### src/design/stip_pkg.sv
// Package for the ASCII integer parser: widths, character codes, classified
// byte and configuration types, and small saturation helpers.
// No dependencies.
package stip_pkg;

  localparam int OFFSET_BITS = 16;
  localparam int CFG_INDEX_W = 2;
  localparam int CFG_DATA_W  = 8;

  localparam logic [CFG_INDEX_W-1:0] CFG_BASE_SELECT = 2'd0;
  localparam logic [CFG_INDEX_W-1:0] CFG_SIGNED_MODE = 2'd1;

  localparam logic [7:0] CH_SPACE = 8'h20;
  localparam logic [7:0] CH_TAB   = 8'h09;
  localparam logic [7:0] CH_CR    = 8'h0D;
  localparam logic [7:0] CH_MINUS = 8'h2D;
  localparam logic [7:0] CH_PLUS  = 8'h2B;
  localparam logic [7:0] CH_0     = 8'h30;
  localparam logic [7:0] CH_9     = 8'h39;
  localparam logic [7:0] CH_LA    = 8'h61;
  localparam logic [7:0] CH_LZ    = 8'h7A;
  localparam logic [7:0] CH_UA    = 8'h41;
  localparam logic [7:0] CH_UZ    = 8'h5A;
  localparam logic [7:0] CH_LX    = 8'h78;
  localparam logic [7:0] CH_UX    = 8'h58;

  localparam logic [5:0] BASE_AUTO = 6'd0;
  localparam logic [5:0] BASE_ONE  = 6'd1;
  localparam logic [5:0] BASE_OCT  = 6'd8;
  localparam logic [5:0] BASE_DEC  = 6'd10;
  localparam logic [5:0] BASE_HEX  = 6'd16;
  localparam logic [5:0] BASE_MAX  = 6'd36;

  typedef enum logic [2:0] {
    PH_SPACE  = 3'd0,
    PH_START  = 3'd1,
    PH_ZERO   = 3'd2,
    PH_XSEEN  = 3'd3,
    PH_DIGITS = 3'd4
  } stip_phase_e;

  typedef struct packed {
    logic [5:0] digit;
    logic       is_digit;
    logic       is_space;
    logic       is_minus;
    logic       is_plus;
    logic       is_zero;
    logic       is_x;
    logic       last;
  } stip_class_t;

  typedef struct packed {
    logic [5:0] base_select;
    logic       signed_mode;
  } stip_cfg_t;

  function automatic logic [OFFSET_BITS-1:0] sat_inc(input logic [OFFSET_BITS-1:0] p);
    return (p == '1) ? p : p + 1'b1;
  endfunction

  function automatic logic [15:0] sat_offset(input logic [OFFSET_BITS-1:0] p);
    logic [OFFSET_BITS+15:0] w;
    w = {16'b0, p};
    return (w[OFFSET_BITS+15:16] != '0) ? 16'hFFFF : w[15:0];
  endfunction

endpackage

### src/design/stip_if.sv
// Channel interfaces of the ASCII integer parser: byte requests, results and
// configuration writes. Depends on stip_pkg.
interface stip_in_if;
  logic       valid;
  logic       ready;
  logic [7:0] ch;
  logic       last_byte;
  modport source (output valid, ch, last_byte, input ready);
  modport sink (input valid, ch, last_byte, output ready);
endinterface

interface stip_out_if;
  logic        valid;
  logic        ready;
  logic [63:0] value;
  logic [15:0] end_offset;
  logic        is_negative;
  logic        no_digits;
  modport source (output valid, value, end_offset, is_negative, no_digits, input ready);
  modport sink (input valid, value, end_offset, is_negative, no_digits, output ready);
endinterface

interface stip_cfg_if import stip_pkg::*; ();
  logic                   valid;
  logic                   ready;
  logic [CFG_INDEX_W-1:0] index;
  logic [CFG_DATA_W-1:0]  data;
  modport source (output valid, index, data, input ready);
  modport sink (input valid, index, data, output ready);
endinterface

### src/design/string_to_integer_parser_top.sv
// Top level of the ASCII integer parser: configuration registers, front end,
// byte queue and back end. Depends on stip_pkg, stip_if and the stip modules.
//
// The block parses a strtol-style integer from a stream of character bytes.
// Each request on in_i carries one byte and a flag that marks the last byte of
// the string. One result per string leaves on out_o: the value modulo 2^64
// (negated after a minus sign), the end offset, the sign and a no-digit flag.
// Bytes after the parse stops are consumed without a result until the byte
// marked last, which returns the parser to its initial state.
// Configuration writes on cfg_i are always ready; index 0 sets the base and
// index 1 the signed mode. A write is registered and applies to the next
// byte the back end takes, also within a string. Throughput is one byte
// per cycle while out_o is not stalled, set by the single 64 by 6 bit
// multiply-add in the back end, which loads out_o when a number ends.
// Reset clears the parser state, selects automatic base and signed mode and
// empties the queue. While out_o is stalled, bytes that produce no result keep
// flowing; a byte that ends a number waits in the two-entry queue, and in_i
// drops ready once the queue is full.
module string_to_integer_parser_top import stip_pkg::*; (
  input logic       clk_i,
  input logic       rst_ni,
  stip_in_if.sink   in_i,
  stip_out_if.source out_o,
  stip_cfg_if.sink  cfg_i
);

  stip_cfg_t   cfg_q, cfg_d;
  logic        push;
  logic        full;
  stip_class_t front_data;
  logic        head_valid;
  stip_class_t head_data;
  logic        pop;

  assign cfg_i.ready = 1'b1;

  always_comb begin
    cfg_d = cfg_q;
    if (cfg_i.valid) begin
      case (cfg_i.index)
        CFG_BASE_SELECT: cfg_d.base_select = cfg_i.data[5:0];
        CFG_SIGNED_MODE: cfg_d.signed_mode = cfg_i.data[0];
        default: cfg_d = cfg_q;
      endcase
    end
  end

  always_ff @(posedge clk_i or negedge rst_ni) begin
    if (!rst_ni) begin
      cfg_q.base_select <= BASE_AUTO;
      cfg_q.signed_mode <= 1'b1;
    end else begin
      cfg_q <= cfg_d;
    end
  end

  stip_front u_front (
    .in_i   (in_i),
    .full_i (full),
    .push_o (push),
    .data_o (front_data)
  );

  stip_queue u_queue (
    .clk_i   (clk_i),
    .rst_ni  (rst_ni),
    .push_i  (push),
    .data_i  (front_data),
    .full_o  (full),
    .valid_o (head_valid),
    .data_o  (head_data),
    .pop_i   (pop)
  );

  stip_back u_back (
    .clk_i        (clk_i),
    .rst_ni       (rst_ni),
    .head_valid_i (head_valid),
    .head_i       (head_data),
    .pop_o        (pop),
    .cfg_i        (cfg_q),
    .out_o        (out_o)
  );

endmodule

### src/design/stip_front.sv
// Front end: accepts byte requests and classifies each character.
// Depends on stip_pkg and stip_if.
module stip_front import stip_pkg::*; (
  stip_in_if.sink     in_i,
  input  logic        full_i,
  output logic        push_o,
  output stip_class_t data_o
);

  logic [7:0] dig_num;
  logic [7:0] dig_low;
  logic [7:0] dig_up;
  logic       in_num;
  logic       in_low;
  logic       in_up;

  assign in_i.ready = !full_i;
  assign push_o     = in_i.valid && !full_i;

  assign dig_num = in_i.ch - CH_0;
  assign dig_low = in_i.ch - CH_LA + 8'd10;
  assign dig_up  = in_i.ch - CH_UA + 8'd10;
  assign in_num  = (in_i.ch >= CH_0) && (in_i.ch <= CH_9);
  assign in_low  = (in_i.ch >= CH_LA) && (in_i.ch <= CH_LZ);
  assign in_up   = (in_i.ch >= CH_UA) && (in_i.ch <= CH_UZ);

  always_comb begin
    data_o.digit    = in_num ? dig_num[5:0] : (in_low ? dig_low[5:0] : dig_up[5:0]);
    data_o.is_digit = in_num || in_low || in_up;
    data_o.is_space = (in_i.ch == CH_SPACE) || ((in_i.ch >= CH_TAB) && (in_i.ch <= CH_CR));
    data_o.is_minus = (in_i.ch == CH_MINUS);
    data_o.is_plus  = (in_i.ch == CH_PLUS);
    data_o.is_zero  = (in_i.ch == CH_0);
    data_o.is_x     = (in_i.ch == CH_LX) || (in_i.ch == CH_UX);
    data_o.last     = in_i.last_byte;
  end

endmodule

### src/design/stip_queue.sv
// Two-entry queue of classified bytes between the front and back ends.
// Depends on stip_pkg.
module stip_queue import stip_pkg::*; (
  input  logic        clk_i,
  input  logic        rst_ni,
  input  logic        push_i,
  input  stip_class_t data_i,
  output logic        full_o,
  output logic        valid_o,
  output stip_class_t data_o,
  input  logic        pop_i
);

  stip_class_t mem_q [2];
  logic        wr_q, wr_d;
  logic        rd_q, rd_d;
  logic [1:0]  cnt_q, cnt_d;

  assign full_o  = (cnt_q == 2'd2);
  assign valid_o = (cnt_q != 2'd0);
  assign data_o  = mem_q[rd_q];

  always_comb begin
    wr_d  = push_i ? !wr_q : wr_q;
    rd_d  = pop_i ? !rd_q : rd_q;
    cnt_d = cnt_q + {1'b0, push_i} - {1'b0, pop_i};
  end

  always_ff @(posedge clk_i or negedge rst_ni) begin
    if (!rst_ni) begin
      wr_q  <= 1'b0;
      rd_q  <= 1'b0;
      cnt_q <= 2'd0;
    end else begin
      wr_q  <= wr_d;
      rd_q  <= rd_d;
      cnt_q <= cnt_d;
    end
  end

  always_ff @(posedge clk_i) begin
    if (push_i) begin
      mem_q[wr_q] <= data_i;
    end
  end

endmodule

### src/design/stip_back.sv
// Back end: runs the parse state machine with one multiply-add per byte and
// holds the result register. Depends on stip_pkg and stip_if.
module stip_back import stip_pkg::*; (
  input  logic        clk_i,
  input  logic        rst_ni,
  input  logic        head_valid_i,
  input  stip_class_t head_i,
  output logic        pop_o,
  input  stip_cfg_t   cfg_i,
  stip_out_if.source  out_o
);

  stip_phase_e            phase_q, phase_d, upd_phase;
  logic [63:0]            acc_q, acc_d, upd_acc;
  logic                   minus_q, minus_d, upd_minus;
  logic [5:0]             base_q, base_d, upd_base;
  logic [OFFSET_BITS-1:0] pos_q, pos_d;
  logic [OFFSET_BITS-1:0] dend_q, dend_d, upd_dend;
  logic                   sent_q, sent_d, upd_sent;

  logic                   stop;
  logic                   run_start;
  logic                   run_digits;
  logic [5:0]             dbase;
  logic [69:0]            mul_full;
  logic                   emit;
  logic                   out_free;
  logic                   load;

  logic                   ovalid_q, ovalid_d;
  logic [63:0]            oval_q;
  logic                   oneg_q;
  logic [15:0]            oend_q;
  logic                   onone_q;

  assign mul_full = acc_q * dbase;

  always_comb begin
    upd_phase  = phase_q;
    upd_acc    = acc_q;
    upd_minus  = minus_q;
    upd_base   = base_q;
    upd_dend   = dend_q;
    upd_sent   = sent_q;
    stop       = 1'b0;
    run_start  = 1'b0;
    run_digits = 1'b0;
    dbase      = base_q;

    if (!sent_q) begin
      unique case (phase_q)
        PH_SPACE: begin
          if (head_i.is_space) begin
            upd_phase = PH_SPACE;
          end else if (cfg_i.signed_mode && head_i.is_minus) begin
            upd_minus = 1'b1;
            upd_phase = PH_START;
          end else if (head_i.is_plus) begin
            upd_phase = PH_START;
          end else begin
            run_start = 1'b1;
          end
        end
        PH_START: run_start = 1'b1;
        PH_ZERO: begin
          if (head_i.is_x) begin
            upd_base  = BASE_HEX;
            upd_phase = PH_XSEEN;
          end else begin
            run_digits = 1'b1;
          end
        end
        PH_XSEEN: begin
          if (head_i.is_digit && (head_i.digit < BASE_HEX)) begin
            run_digits = 1'b1;
          end else begin
            stop = 1'b1;
          end
        end
        PH_DIGITS: run_digits = 1'b1;
        default: stop = 1'b1;
      endcase

      if (run_start) begin
        if ((cfg_i.base_select == BASE_ONE) || (cfg_i.base_select > BASE_MAX)) begin
          stop = 1'b1;
        end else if (((cfg_i.base_select == BASE_AUTO) || (cfg_i.base_select == BASE_HEX))
                     && head_i.is_zero) begin
          upd_base  = (cfg_i.base_select == BASE_AUTO) ? BASE_OCT : BASE_HEX;
          upd_dend  = sat_inc(pos_q);
          upd_phase = PH_ZERO;
        end else begin
          upd_base   = (cfg_i.base_select == BASE_AUTO) ? BASE_DEC : cfg_i.base_select;
          run_digits = 1'b1;
        end
      end

      if (run_digits) begin
        dbase     = upd_base;
        upd_phase = PH_DIGITS;
        if (head_i.is_digit && (head_i.digit < upd_base)) begin
          upd_acc  = mul_full[63:0] + {58'b0, head_i.digit};
          upd_dend = sat_inc(pos_q);
        end else begin
          stop = 1'b1;
        end
      end

      if (stop && !head_i.last) begin
        upd_sent = 1'b1;
      end
    end

    if (head_i.last) begin
      phase_d = PH_SPACE;
      acc_d   = '0;
      minus_d = 1'b0;
      base_d  = '0;
      pos_d   = '0;
      dend_d  = '0;
      sent_d  = 1'b0;
    end else begin
      phase_d = upd_phase;
      acc_d   = upd_acc;
      minus_d = upd_minus;
      base_d  = upd_base;
      pos_d   = sat_inc(pos_q);
      dend_d  = upd_dend;
      sent_d  = upd_sent;
    end
  end

  always_comb begin
    emit     = !sent_q && (stop || head_i.last);
    out_free = !ovalid_q || out_o.ready;
    pop_o    = head_valid_i && (!emit || out_free);
    load     = pop_o && emit;
    ovalid_d = load ? 1'b1 : (out_o.ready ? 1'b0 : ovalid_q);
  end

  always_ff @(posedge clk_i or negedge rst_ni) begin
    if (!rst_ni) begin
      phase_q  <= PH_SPACE;
      acc_q    <= '0;
      minus_q  <= 1'b0;
      base_q   <= '0;
      pos_q    <= '0;
      dend_q   <= '0;
      sent_q   <= 1'b0;
      ovalid_q <= 1'b0;
    end else begin
      ovalid_q <= ovalid_d;
      if (pop_o) begin
        phase_q <= phase_d;
        acc_q   <= acc_d;
        minus_q <= minus_d;
        base_q  <= base_d;
        pos_q   <= pos_d;
        dend_q  <= dend_d;
        sent_q  <= sent_d;
      end
    end
  end

  always_ff @(posedge clk_i) begin
    if (load) begin
      oval_q  <= (upd_dend == '0) ? 64'd0 : upd_acc;
      oneg_q  <= upd_minus;
      oend_q  <= sat_offset(upd_dend);
      onone_q <= (upd_dend == '0);
    end
  end

  assign out_o.valid       = ovalid_q;
  assign out_o.value       = oneg_q ? (64'd0 - oval_q) : oval_q;
  assign out_o.end_offset  = oend_q;
  assign out_o.is_negative = oneg_q;
  assign out_o.no_digits   = onone_q;

endmodule

### src/flat_wrapper.sv
// flat-port wrapper written by rule: the top's interface ports become plain ports
module string_to_integer_parser_top_flat import stip_pkg::*;
  (clk_i, rst_ni, in_i_valid, in_i_ch, in_i_last_byte, in_i_ready, out_o_valid, out_o_value, out_o_end_offset, out_o_is_negative, out_o_no_digits, out_o_ready, cfg_i_valid, cfg_i_index, cfg_i_data, cfg_i_ready);
  stip_in_if in_i_i ();
  stip_out_if out_o_i ();
  stip_cfg_if cfg_i_i ();
  input logic clk_i;
  input logic rst_ni;
  input wire logic [$bits(in_i_i.valid)-1:0] in_i_valid;
  input wire logic [$bits(in_i_i.ch)-1:0] in_i_ch;
  input wire logic [$bits(in_i_i.last_byte)-1:0] in_i_last_byte;
  output wire logic [$bits(in_i_i.ready)-1:0] in_i_ready;
  output wire logic [$bits(out_o_i.valid)-1:0] out_o_valid;
  output wire logic [$bits(out_o_i.value)-1:0] out_o_value;
  output wire logic [$bits(out_o_i.end_offset)-1:0] out_o_end_offset;
  output wire logic [$bits(out_o_i.is_negative)-1:0] out_o_is_negative;
  output wire logic [$bits(out_o_i.no_digits)-1:0] out_o_no_digits;
  input wire logic [$bits(out_o_i.ready)-1:0] out_o_ready;
  input wire logic [$bits(cfg_i_i.valid)-1:0] cfg_i_valid;
  input wire logic [$bits(cfg_i_i.index)-1:0] cfg_i_index;
  input wire logic [$bits(cfg_i_i.data)-1:0] cfg_i_data;
  output wire logic [$bits(cfg_i_i.ready)-1:0] cfg_i_ready;
  assign in_i_i.valid = in_i_valid;
  assign in_i_i.ch = in_i_ch;
  assign in_i_i.last_byte = in_i_last_byte;
  assign in_i_ready = in_i_i.ready;
  assign out_o_valid = out_o_i.valid;
  assign out_o_value = out_o_i.value;
  assign out_o_end_offset = out_o_i.end_offset;
  assign out_o_is_negative = out_o_i.is_negative;
  assign out_o_no_digits = out_o_i.no_digits;
  assign out_o_i.ready = out_o_ready;
  assign cfg_i_i.valid = cfg_i_valid;
  assign cfg_i_i.index = cfg_i_index;
  assign cfg_i_i.data = cfg_i_data;
  assign cfg_i_ready = cfg_i_i.ready;
  string_to_integer_parser_top u_core (.clk_i(clk_i), .rst_ni(rst_ni), .in_i(in_i_i), .out_o(out_o_i), .cfg_i(cfg_i_i));
endmodule
### config.mk
export PLATFORM = sky130hd
export DESIGN_NAME = string_to_integer_parser_top_flat
export DESIGN_NICKNAME = d
export VERILOG_FILES = /design/src/design/stip_pkg.sv /design/src/design/stip_if.sv /design/src/design/string_to_integer_parser_top.sv /design/src/design/stip_front.sv /design/src/design/stip_queue.sv /design/src/design/stip_back.sv /design/src/flat_wrapper.sv
export SDC_FILE = /design/constraint.sdc
export NUM_CORES = 1
export LEC_CHECK = 0
export BUFFER_PORTS_ARGS = -buffer_cell sky130_fd_sc_hd__buf_4
export CAP_MARGIN = 20
export CORE_ASPECT_RATIO = 1.4
export CORE_MARGIN = 3
export CORE_UTILIZATION = 63
export DETAILED_ROUTE_END_ITERATION = 8
export PLACE_DENSITY = 0.81
export SYNTH_ARGS = -nofsm -noshare
export SYNTH_HDL_FRONTEND = slang
export SYNTH_HIERARCHICAL = 1
export SYNTH_SLANG_ARGS = --single-unit
### constraint.sdc
create_clock -name clk_i -period 15.7 [get_ports clk_i]
set_input_delay 3.14 -clock clk_i [delete_from_list [all_inputs] [get_ports clk_i]]
set_output_delay 3.14 -clock clk_i [all_outputs]
set_load 0.05 [all_outputs]
### Word-level counts from Yosys, hierarchy flattened

Memory sizes are Yosys's and may differ from the RTL's.
Cells that the tools add are included.

* input port bits: 24
* output and inout port bits: 85
* word-level logic and storage cells: 166
* memories kept: 1
* bits in writable memories: 26
* register bits after elaboration: 201

* $add $sub $neg: 10
* eq/ne operators: 16
* magnitude comparators: 11
* muxes and demuxes: 71
* reduce and logical (&&, ||, !) cells: 39
* multiply operators: 1

Memories
* u_core.u_queue.mem_q: depth 2, width 13, read ports 1, clocked after memory_dff 0, wr ports 1, RTL line stip_queue.sv:14 `stip_class_t mem_q [2];`

Operators with widths (count)
* $mux 64: 5
* $mux 16: 9
* $mux 6: 13
* $add 64x6->64: 1
* $mul 64x6->64: 1
* $sub 1x64->64 const A: 1
* $eq 8x6->1 const B: 4
* $mux 3: 10
* $mux 1: 29
* $add 16x1->16 const B: 1
* $eq 16x16->1 const B: 1
* $eq 8x7->1 const B: 2
* $ge 8x7->1 const B: 2
* $le 8x7->1 const B: 2
* $logic_not 16->1: 1
* $logic_and 1x1->1: 13
* $add 6x4->6 const B: 2
* $sub 6x6->6 const B: 2
* $logic_or 1x1->1: 9
* $ge 8x4->1 const B: 1
* $ge 8x6->1 const B: 1
* $le 8x4->1 const B: 1
* $le 8x6->1 const B: 1
* $logic_not 1->1: 7
* 24 further kinds: 29

### Depth between registers and ports, before layout

Gate-level depths: netlist of run 1.
An unclocked memory read counts as a cell.

* word-level depth: 21
* mapped depth: 28
* depth with buffers taken out: 26

### Modules after synthesis

The synthesis of run 1 kept the hierarchy.

Modules (own cells, without submodules)
* stip_back: times used 1, area an instance 22228.8 um^2, sequential area each 5165.0 um^2, cells each 2394
* stip_queue: times used 1, area an instance 1137.3 um^2, sequential area each 880.8 um^2, cells each 55
* stip_front: times used 1, area an instance 504.2 um^2, sequential area each 0.0 um^2, cells each 67
* string_to_integer_parser_top: times used 1, area an instance 292.8 um^2, sequential area each 176.4 um^2, cells each 18

### Worst setup path after synthesis of run 1

Ideal clock, no wire load.

* path kind: input to register
* start point: input out_o_ready
* end point: register u_core.u_back.oend_q[0], in the netlist u_core/u_back/out_o.end_offset[0], enable pin
* required time: 15177 ps
* arrival: 7233 ps
* setup slack: 7944 ps
* buffers on the path: 2
* library setup time: 523 ps
* cell stages on the path: 5
* cell sequence: nand2b_1 -> o21ai_1 -> clkbuf_1 -> clkbuf_1 -> nor2_1

* longest elaborated chain between the ends: 4

RTL lines
* from (decl): RTL line flat_wrapper.sv:18 `input wire logic [$bits(out_o_i.ready)-1:0] out_o_ready;`
* $logic_or 1x1->1: RTL line stip_back.sv:135 `out_free = !ovalid_q || out_o.ready;`
* $logic_or 1x1->1: RTL line stip_back.sv:136 `pop_o = head_valid_i && (!emit || out_free);`
* $logic_and 1x1->1: RTL line stip_back.sv:136
* $logic_and 1x1->1: RTL line stip_back.sv:137 `load = pop_o && emit;`
* net u_core.u_back.load: RTL line stip_back.sv:28 `logic load;`
* to (signal assigned): RTL line stip_back.sv:169 `oend_q <= sat_offset(upd_dend);`
* to (decl): RTL line stip_back.sv:33 `logic [15:0] oend_q;`

The timed path passes the listed nets, and every way through them passes these cells.
A chain may end at the register's enable or synchronous reset.

==> flow_metrics.tcl, run 1 <==
set metrics [dict create \
    ys_seq_area_share_pct 25.8 \
    maxClockFrequency_mhz 99.8 \
    postCtsHoldBufs 0 \
    rows 84 \
    finalSetupTns_ns 0 \
    wl_per_cell_um 20.2 \
    finish.utilization_pct 69.0 \
    p_leak_nw 11.7 \
    syn_area_um2 24200 \
    rrSetupSlack_ns 5.68 \
    max_stage_delay_ns 0.95 \
    finalNetCount 2962 \
    period_minus_slack_ns 10.02 \
    ys_types 96 \
    hp-class "reg2reg" \
    yosysTopAreaCellShare_pct 19.9 \
    port_buffers 105 \
    rr_worst_depth 26 \
    grt_pass1_vias 20705 \
    synth-edff-count 108 \
    hold_viol 0 \
    arrival_ns 10.21 \
    drt-vias-per-instance 6.35 \
    worstPathMaxFanout 61 \
    period_share_pct 63.8 \
    synth.area.top_cells "fa_1 20%, edfxtp_1 13%, dfrtp_1 12%, ha_1 7.6%, and2_1 6.1%" \
    crit_path_end_kind "register" \
    detail-route-antenna-nets 0 \
    place_hpwl_um 45100 \
    cts_buffers 25 \
    clock_latency_ns 0.55 \
    die_h_um 238 \
    post_cts_resized 0 \
    worstMarginPinSlew_ns 1.08 \
    drv_slew 0 \
    fin_skew_ns 0.0119 \
    vias 19318 \
    drive_above_1_share_pct 9.61 \
    relSlewSlack_pct 26.0 \
    ys_warn_count 6 \
    critical_path.most_common_cell "fa_1" \
    dieArea_um2 40800 \
    r2r_start "u_core/u_queue/rd_q$_DFFE_PN0P_" \
    worst_path_max_delay_cell "a2111oi_0" \
    clockBufferDepth 3 \
    crit_family "compound AO/OA/AOI/OAI gates" \
    cp.buffers_inverters 4 \
    drc 0 \
    grt_usage_pct 31.3 \
    cts.sinks 227 \
    fill_cells 2938 \
    min_path_cells 2 \
    syn_inst 2534 \
    antenna_found_initial 0 \
    rsz0062_at_grt "no" \
    cts-root-buf "clkbuf_16" \
    required_ns 15.89 \
    clk_pin_slew_ns 0.07 \
    grt_max_degree 67 \
    h-tree-depth 1 \
    holdPathEnd "u_core/u_back/dend_q[7]$_DFFE_PN0P_" \
    outcome "completed" \
    ios 109 \
    synth.most_common_cell "nand2_1" \
    yosys.area.top_type "fa_1" \
    start_util_pct 64.0 \
    post_cts_buffers 0 \
    synth_nets 2944 \
    r2r_end "u_core/u_back/oval_q[63]$_SDFFCE_PP0P_" \
    grt-ovfl-total 0 \
    hold_start "u_core/u_back/dend_q[7]$_DFFE_PN0P_" \
    setup_viol 0 \
    cts_tree "built" \
    placeableCoreArea_um2 37700 \
    diodes 0 \
    power.density_nw_per_um2 152 \
    synth_area_per_cell_um2 9.54 \
    drt_iter0_markers 1448 \
    criticalPathCategory "reg2reg" \
    first_pass_iters 5 \
    grt_pass1_wl_um 104000 \
    yosys-top-cells-count "279 x nand2_1, 240 x fa_1, 234 x and2_1, 164 x a21oi_1, 146 x ha_1" \
    ys_seq_elements 227 \
    ys.flop_type "dfrtp_1" \
    vdd_drop_max_mv 0.246 \
    area_growth_pct 7.69 \
    wl_um 61500 \
    die_x_um 172 \
    max_cap_viol_count 0 \
    globalplace.congestion 1.01 \
    synth-async-reset-ratio_pct 52.4 \
    cp-start-kind "register" \
]
[area by class of cell]
| type | instances | area (um^2) | share of cell area, % |
|---|---|---|---|
| clock buffer | 31 | 698 | 2.68 |
| clock inverter | 15 | 121 | 0.466 |
| timing repair buffer | 125 | 938 | 3.61 |
| multi-input combinational | 2085 | 17100 | 65.8 |
| tap | 473 | 592 | 2.27 |
| sequential | 227 | 6220 | 23.9 |
| inverter | 88 | 330 | 1.27 |
[how the worst max path moves through the flow]
stage	from	endpoint	slack, ns	cells after the start
finish	u_core/u_queue/rd_q$_DFFE_PN0P_	u_core/u_back/oval_q[63]$_SDFFCE_PP0P_	5.68	26
global route	u_core/u_queue/rd_q$_DFFE_PN0P_	u_core/u_back/oval_q[63]$_SDFFCE_PP0P_	5.31	26
CTS	u_core/u_queue/rd_q$_DFFE_PN0P_	u_core/u_back/oval_q[63]$_SDFFCE_PP0P_	5.91	27
detailed placement	u_core/u_queue/rd_q$_DFFE_PN0P_	u_core/u_back/oval_q[63]$_SDFFCE_PP0P_	5.95	26
global placement	u_core/u_queue/rd_q$_DFFE_PN0P_	u_core/u_back/oval_q[63]$_SDFFCE_PP0P_	6.10	26
floorplan	out_o_ready	u_core/u_back/out_o.end_offset[0]$_DFFE_PP_	7.94	5
[power by group]
| part | internal, mW | total, mW | switching (mW) |
|---|---|---|---|
| Sequential | 0.859 | 1.02 | 0.162 |
| Combinational | 0.613 | 2.34 | 1.73 |
| Clock | 0.334 | 0.588 | 0.254 |
[flip-flops by register name, indices dropped and copies added (netlist names), 2 cells and up]
name / count
u_core/u_queue/cnt_q: 2
u_core/u_back/oval_q: 64
u_core/u_back/acc_q: 64
u_core/u_back/pos_q: 16
u_core/cfg_q: 7
u_core/u_back/out_o.end_offset: 16
u_core/u_back/dend_q: 16
u_core/u_back/phase_q: 3
u_core/u_queue/mem_q: 26
u_core/u_back/base_q: 6
[cells by family (layout without fill, tap and decap cells)]
family | after synthesis | in the layout | share of synthesized area (%)
other | 1 | 1 | 0.0155
AOI/OAI and AO/OA | 547 | 547 | 14.6
DFF | 227 | 227 | 25.8
and+or+nand+nor | 967 | 967 | 21.3
buffers and inverters | 222 | 259 | 3.72
adders and majority gates | 386 | 386 | 27.4
xor gates and xnor gates | 141 | 141 | 5.24
muxes | 43 | 43 | 1.94
[worst register-to-register path, stage by stage (launching register included)]
cell and delay [ns]:
dfrtp_1 0.70, mux2_2 0.43, a211oi_1 0.36, nor2_1 0.11, nor3_1 0.36, nand2_1 0.25, mux2i_4 0.20, buf_4 0.64
nand2b_1 0.22, fa_1 0.44, fa_1 0.54, inv_1 0.05, fa_1 0.54, inv_1 0.05, fa_1 0.49, inv_1 0.04
ha_1 0.36, o21a_1 0.15, o31a_1 0.18, o31ai_1 0.16, a2111o_1 0.48, a211oi_1 0.72, o21ai_0 0.40, a21oi_1 0.40
o211ai_1 0.23, and3_1 0.21, a2111oi_0 0.95
[layout by cell type (no fill, tap or decap), types with 20 or more instances in the layout]
| cell | count |
|---|---|
| nor3_1 | 32 |
| or3_1 | 20 |
| edfxtp_1 | 108 |
| and2_1 | 233 |
| o21bai_1 | 21 |
| fa_1 | 240 |
| dfrtp_1 | 118 |
| a21o_1 | 38 |
| mux2_2 | 28 |
| clkbuf_16 | 25 |
| nand2b_1 | 25 |
| nand3_1 | 40 |
| buf_4 | 125 |
| nand4_1 | 23 |
| o31ai_1 | 52 |
| nand2_1 | 279 |
| inv_1 | 88 |
| nor2b_1 | 124 |
| xor2_1 | 34 |
| a21oi_1 | 164 |
| nor2_1 | 102 |
| xnor2_1 | 105 |
| ha_1 | 146 |
| a22o_1 | 23 |
| o21ai_0 | 121 |
[per-stage QoR]
step | power [mW] | std cells | hold WS, ns | setup WS (ns) | area, um^2
floorplan | 2.67 | 2534 | 0.448 | 7.94 | 24200
global placement | 3.31 | 2997 | 0.464 | 6.10 | 25200
detailed placement | 3.35 | 2997 | 0.481 | 5.95 | 25200
CTS | 3.95 | 3043 | 0.495 | 5.91 | 26000
global route | 4.15 | 3044 | 0.534 | 5.31 | 26000
finish | 3.95 | 3044 | 0.490 | 5.68 | 26000
[per-layer routing]
layer  vias to the layer above  track usage [%]  routed length [um]
met1                      9541             38.8               23300
met5                         -                0                   0
li1                       8805                -                   -
met3                       177             4.28                3970
met2                       795             54.5               31600
met4                         0             13.4                2680
(Power assumes the default switching activity.)
==> run 2: changes to the inputs <==
--- a/config.mk
+++ b/config.mk
@@ -5,6 +5,7 @@
 export SDC_FILE = /design/constraint.sdc
 export NUM_CORES = 1
 export LEC_CHECK = 0
+export ABC_AREA = 1
 export BUFFER_PORTS_ARGS = -buffer_cell sky130_fd_sc_hd__buf_4
 export CAP_MARGIN = 20
 export CORE_ASPECT_RATIO = 1.4
==> constraint.sdc (replaced) <==
create_clock -name clk_i -period 9.6 [get_ports clk_i]
set_input_delay 1.92 -clock clk_i [delete_from_list [all_inputs] [get_ports clk_i]]
set_output_delay 1.92 -clock clk_i [all_outputs]
set_load 0.05 [all_outputs]
==> run 2 against run 1 <==
Clock skew is 0.015 ns higher. Core utilization hardly changed. Global-route usage is 3.0 points higher. Via count is 10% higher. First-iteration DRC count is 18% higher. Fmax is 12% higher. Clock power is 68% higher. Sequential power is 68% higher. Die area is 0.46% lower. Area after synthesis is 0.48% lower. Worst hold slack worse by 0.018 ns. Wire length is 12% higher. Critical path type unchanged. Critical endpoint is now u_core/u_back/oval_q[48]$_SDFFCE_PP0P_.
==> flow_metrics.tcl, run 2 <==
set metrics [dict create \
    drc 0 \
    cts_tree "built" \
    grt_pass1_vias 21888 \
    postCtsHoldBufs 0 \
    antenna_found_initial 2 \
    worstMarginPinSlew_ns 1.04 \
    power.density_nw_per_um2 306 \
    ys_types 54 \
    multi_input_area_um2 15800 \
    yosysTopAreaCellShare_pct 20.0 \
    start_util_pct 63.9 \
    max_stage_delay_ns 0.92 \
    p_total_mw 7.94 \
    period_share_pct 93.2 \
    cp-start-kind "register" \
    port_buffers 105 \
    max_cap_viol_count 0 \
    synth_area_per_cell_um2 7.90 \
    vias 21308 \
    maxClockFrequency_mhz 112 \
    clock_latency_ns 0.57 \
    post_cts_buffers 0 \
    detail-route-antenna-nets 0 \
    rows 84 \
    first_pass_iters 6 \
    endpoint "u_core/u_back/oval_q[48]$_SDFFCE_PP0P_" \
    worst_path_max_delay_cell "dfrtp_1" \
    synth.most_common_cell "nor2_1" \
    cts-root-buf "clkbuf_16" \
    hold_start "u_core/cfg_q[0]$_DFFE_PN1P_" \
    ios 109 \
    required_ns 10.03 \
    rr_worst_depth 29 \
    dieArea_um2 40600 \
    ys.flop_type "dfrtp_1" \
    synth_nets 3454 \
    h-tree-depth 1 \
    hold_viol 0 \
    area_growth_pct 7.92 \
    synth-async-reset-ratio_pct 52.4 \
    rrSetupSlack_ns 0.65 \
    r2r_start "u_core/u_queue/rd_q$_DFFE_PN0P_" \
    cp.buffers_inverters 3 \
    layout_common_cells "602 x nor2_1, 517 x nand2_1, 409 x inv_1" \
    cts_buffers 24 \
    die_h_um 237 \
    syn_area_um2 24000 \
    drt_iter0_markers 1710 \
    setup_viol 0 \
    placeableCoreArea_um2 37600 \
    grt-ovfl-total 0 \
    period_minus_slack_ns 8.95 \
    synth-edff-count 108 \
    clockBufferDepth 3 \
    wl_per_cell_um 19.1 \
    finalSetupTns_ns 0 \
    fin_skew_ns 0.0264 \
    ys_warn_count 6 \
    r2r_end "u_core/u_back/oval_q[48]$_SDFFCE_PP0P_" \
    crit_family "compound AO/OA/AOI/OAI gates" \
    yosys-top-cells-count "602 x nor2_1, 523 x nand2_1, 412 x inv_1, 240 x fa_1, 160 x o21ai_0" \
    final_common_cell "nor2_1" \
    post_cts_resized 0 \
    drt-vias-per-instance 5.94 \
    rsz0062_at_grt "no" \
    crit_path_end_kind "register" \
    finalNetCount 3509 \
    critical_path.most_common_cell "nand2_1" \
    yosys.area.top_type "fa_1" \
    relSlewSlack_pct 30.6 \
    vdd_drop_max_mv 0.408 \
    arrival_ns 9.38 \
    p_leak_nw 12.7 \
    criticalPathCategory "reg2reg" \
    worstPathMaxFanout 54 \
    startpoint "u_core/u_queue/rd_q$_DFFE_PN0P_" \
    syn_inst 3044 \
    die_x_um 171 \
    fill_cells 3109 \
    cp.depth 29 \
    clk_pin_slew_ns 0.07 \
    grt_usage_pct 34.3 \
    wl_um 68700 \
    regArea_um2 6220 \
    drive_above_1_share_pct 7.03 \
    synth.area.top_cells "fa_1 20%, edfxtp_1 13%, dfrtp_1 12%, nor2_1 9.4%, nand2_1 8.2%" \
    grt_pass1_wl_um 111000 \
    ys_seq_area_share_pct 25.9 \
    diodes 0 \
    drv_slew 0 \
    cts.sinks 227 \
    outcome "completed" \
    hp-class "reg2reg" \
    place_hpwl_um 52900 \
    globalplace.congestion 0.977 \
    grt_max_degree 75 \
    ys_seq_elements 227 \
    top_regs "u_core/u_back/acc_q: 64 flops, u_core/u_back/oval_q: 64 flops, u_core/u_queue/mem_q: 26 flops" \
]
[run 2: worst min-delay path by stage]
stage / to / cells past startpoint
after floorplan: u_core/cfg_q[0]$_DFFE_PN1P_ / 2
after global placement: u_core/cfg_q[0]$_DFFE_PN1P_ / 2
after detailed placement: u_core/cfg_q[0]$_DFFE_PN1P_ / 2
after CTS: u_core/cfg_q[0]$_DFFE_PN1P_ / 2
after global routing: u_core/cfg_q[0]$_DFFE_PN1P_ / 2
final: u_core/cfg_q[0]$_DFFE_PN1P_ / 2
[run 2: per-layer routing]
| metal | global-route usage (%) | vias to the layer above | wire (um) |
|---|---|---|---|
| met4 | 14.9 | 4 | 3510 |
| met3 | 4.59 | 222 | 4590 |
| met1 | 39.9 | 10249 | 24500 |
| met2 | 62.8 | 936 | 36000 |
| met5 | 0 | - | 27 |
| li1 | - | 9897 | - |
[run 2: metrics by stage]
| stage | worst slack [ns] | cells | hold slack (ns) | utilization [%] | instance area (um^2) |
|---|---|---|---|---|---|
| after floorplan | 2.89 | 3044 | 0.442 | - | 24000 |
| after global placement | 1.09 | 3545 | 0.461 | 66.8 | 25100 |
| after detailed placement | 0.881 | 3545 | 0.468 | 66.8 | 25100 |
| after CTS | 0.863 | 3589 | 0.476 | 68.9 | 25900 |
| after global routing | 0.251 | 3590 | 0.497 | 69.0 | 26000 |
| final | 0.651 | 3590 | 0.472 | 69.0 | 26000 |
[run 2: layout make-up]
cell class,instances,area share (%)
multi-input cells,2306,60.9
flip-flops and latches,227,24.0
clock buffers,30,2.60
clock inverters,14,0.569
repair buffers,125,3.63
well taps,473,2.28
inverters,415,6.01
[run 2: logic make-up (layout without fill, tap and decap cells)]
| family | after synthesis | after routing | synth area share, % |
|---|---|---|---|
| multiplexers | 1 | 1 | 0.0416 |
| AND/OR/NAND/NOR | 1341 | 1341 | 22.7 |
| buffers and inverters | 511 | 584 | 8.42 |
| XOR/XNOR | 133 | 133 | 4.88 |
| other | 1 | 1 | 0.0156 |
| adder cells (fa/ha/maj) | 386 | 386 | 27.6 |
| AO/OA/AOI/OAI | 444 | 444 | 10.5 |
| flip-flops | 227 | 227 | 25.9 |
[run 2: where the power goes]
group          total [mW]  internal, mW  switching, mW
clock network       0.987         0.557          0.429
logic                5.24          1.32           3.92
registers            1.71          1.45          0.266
[run 2: tightest hold or removal path, stage by stage (launching register included)]
cell and delay, ns:
dfstp_2 0.37, nand2_1 0.05, nand2_1 0.04
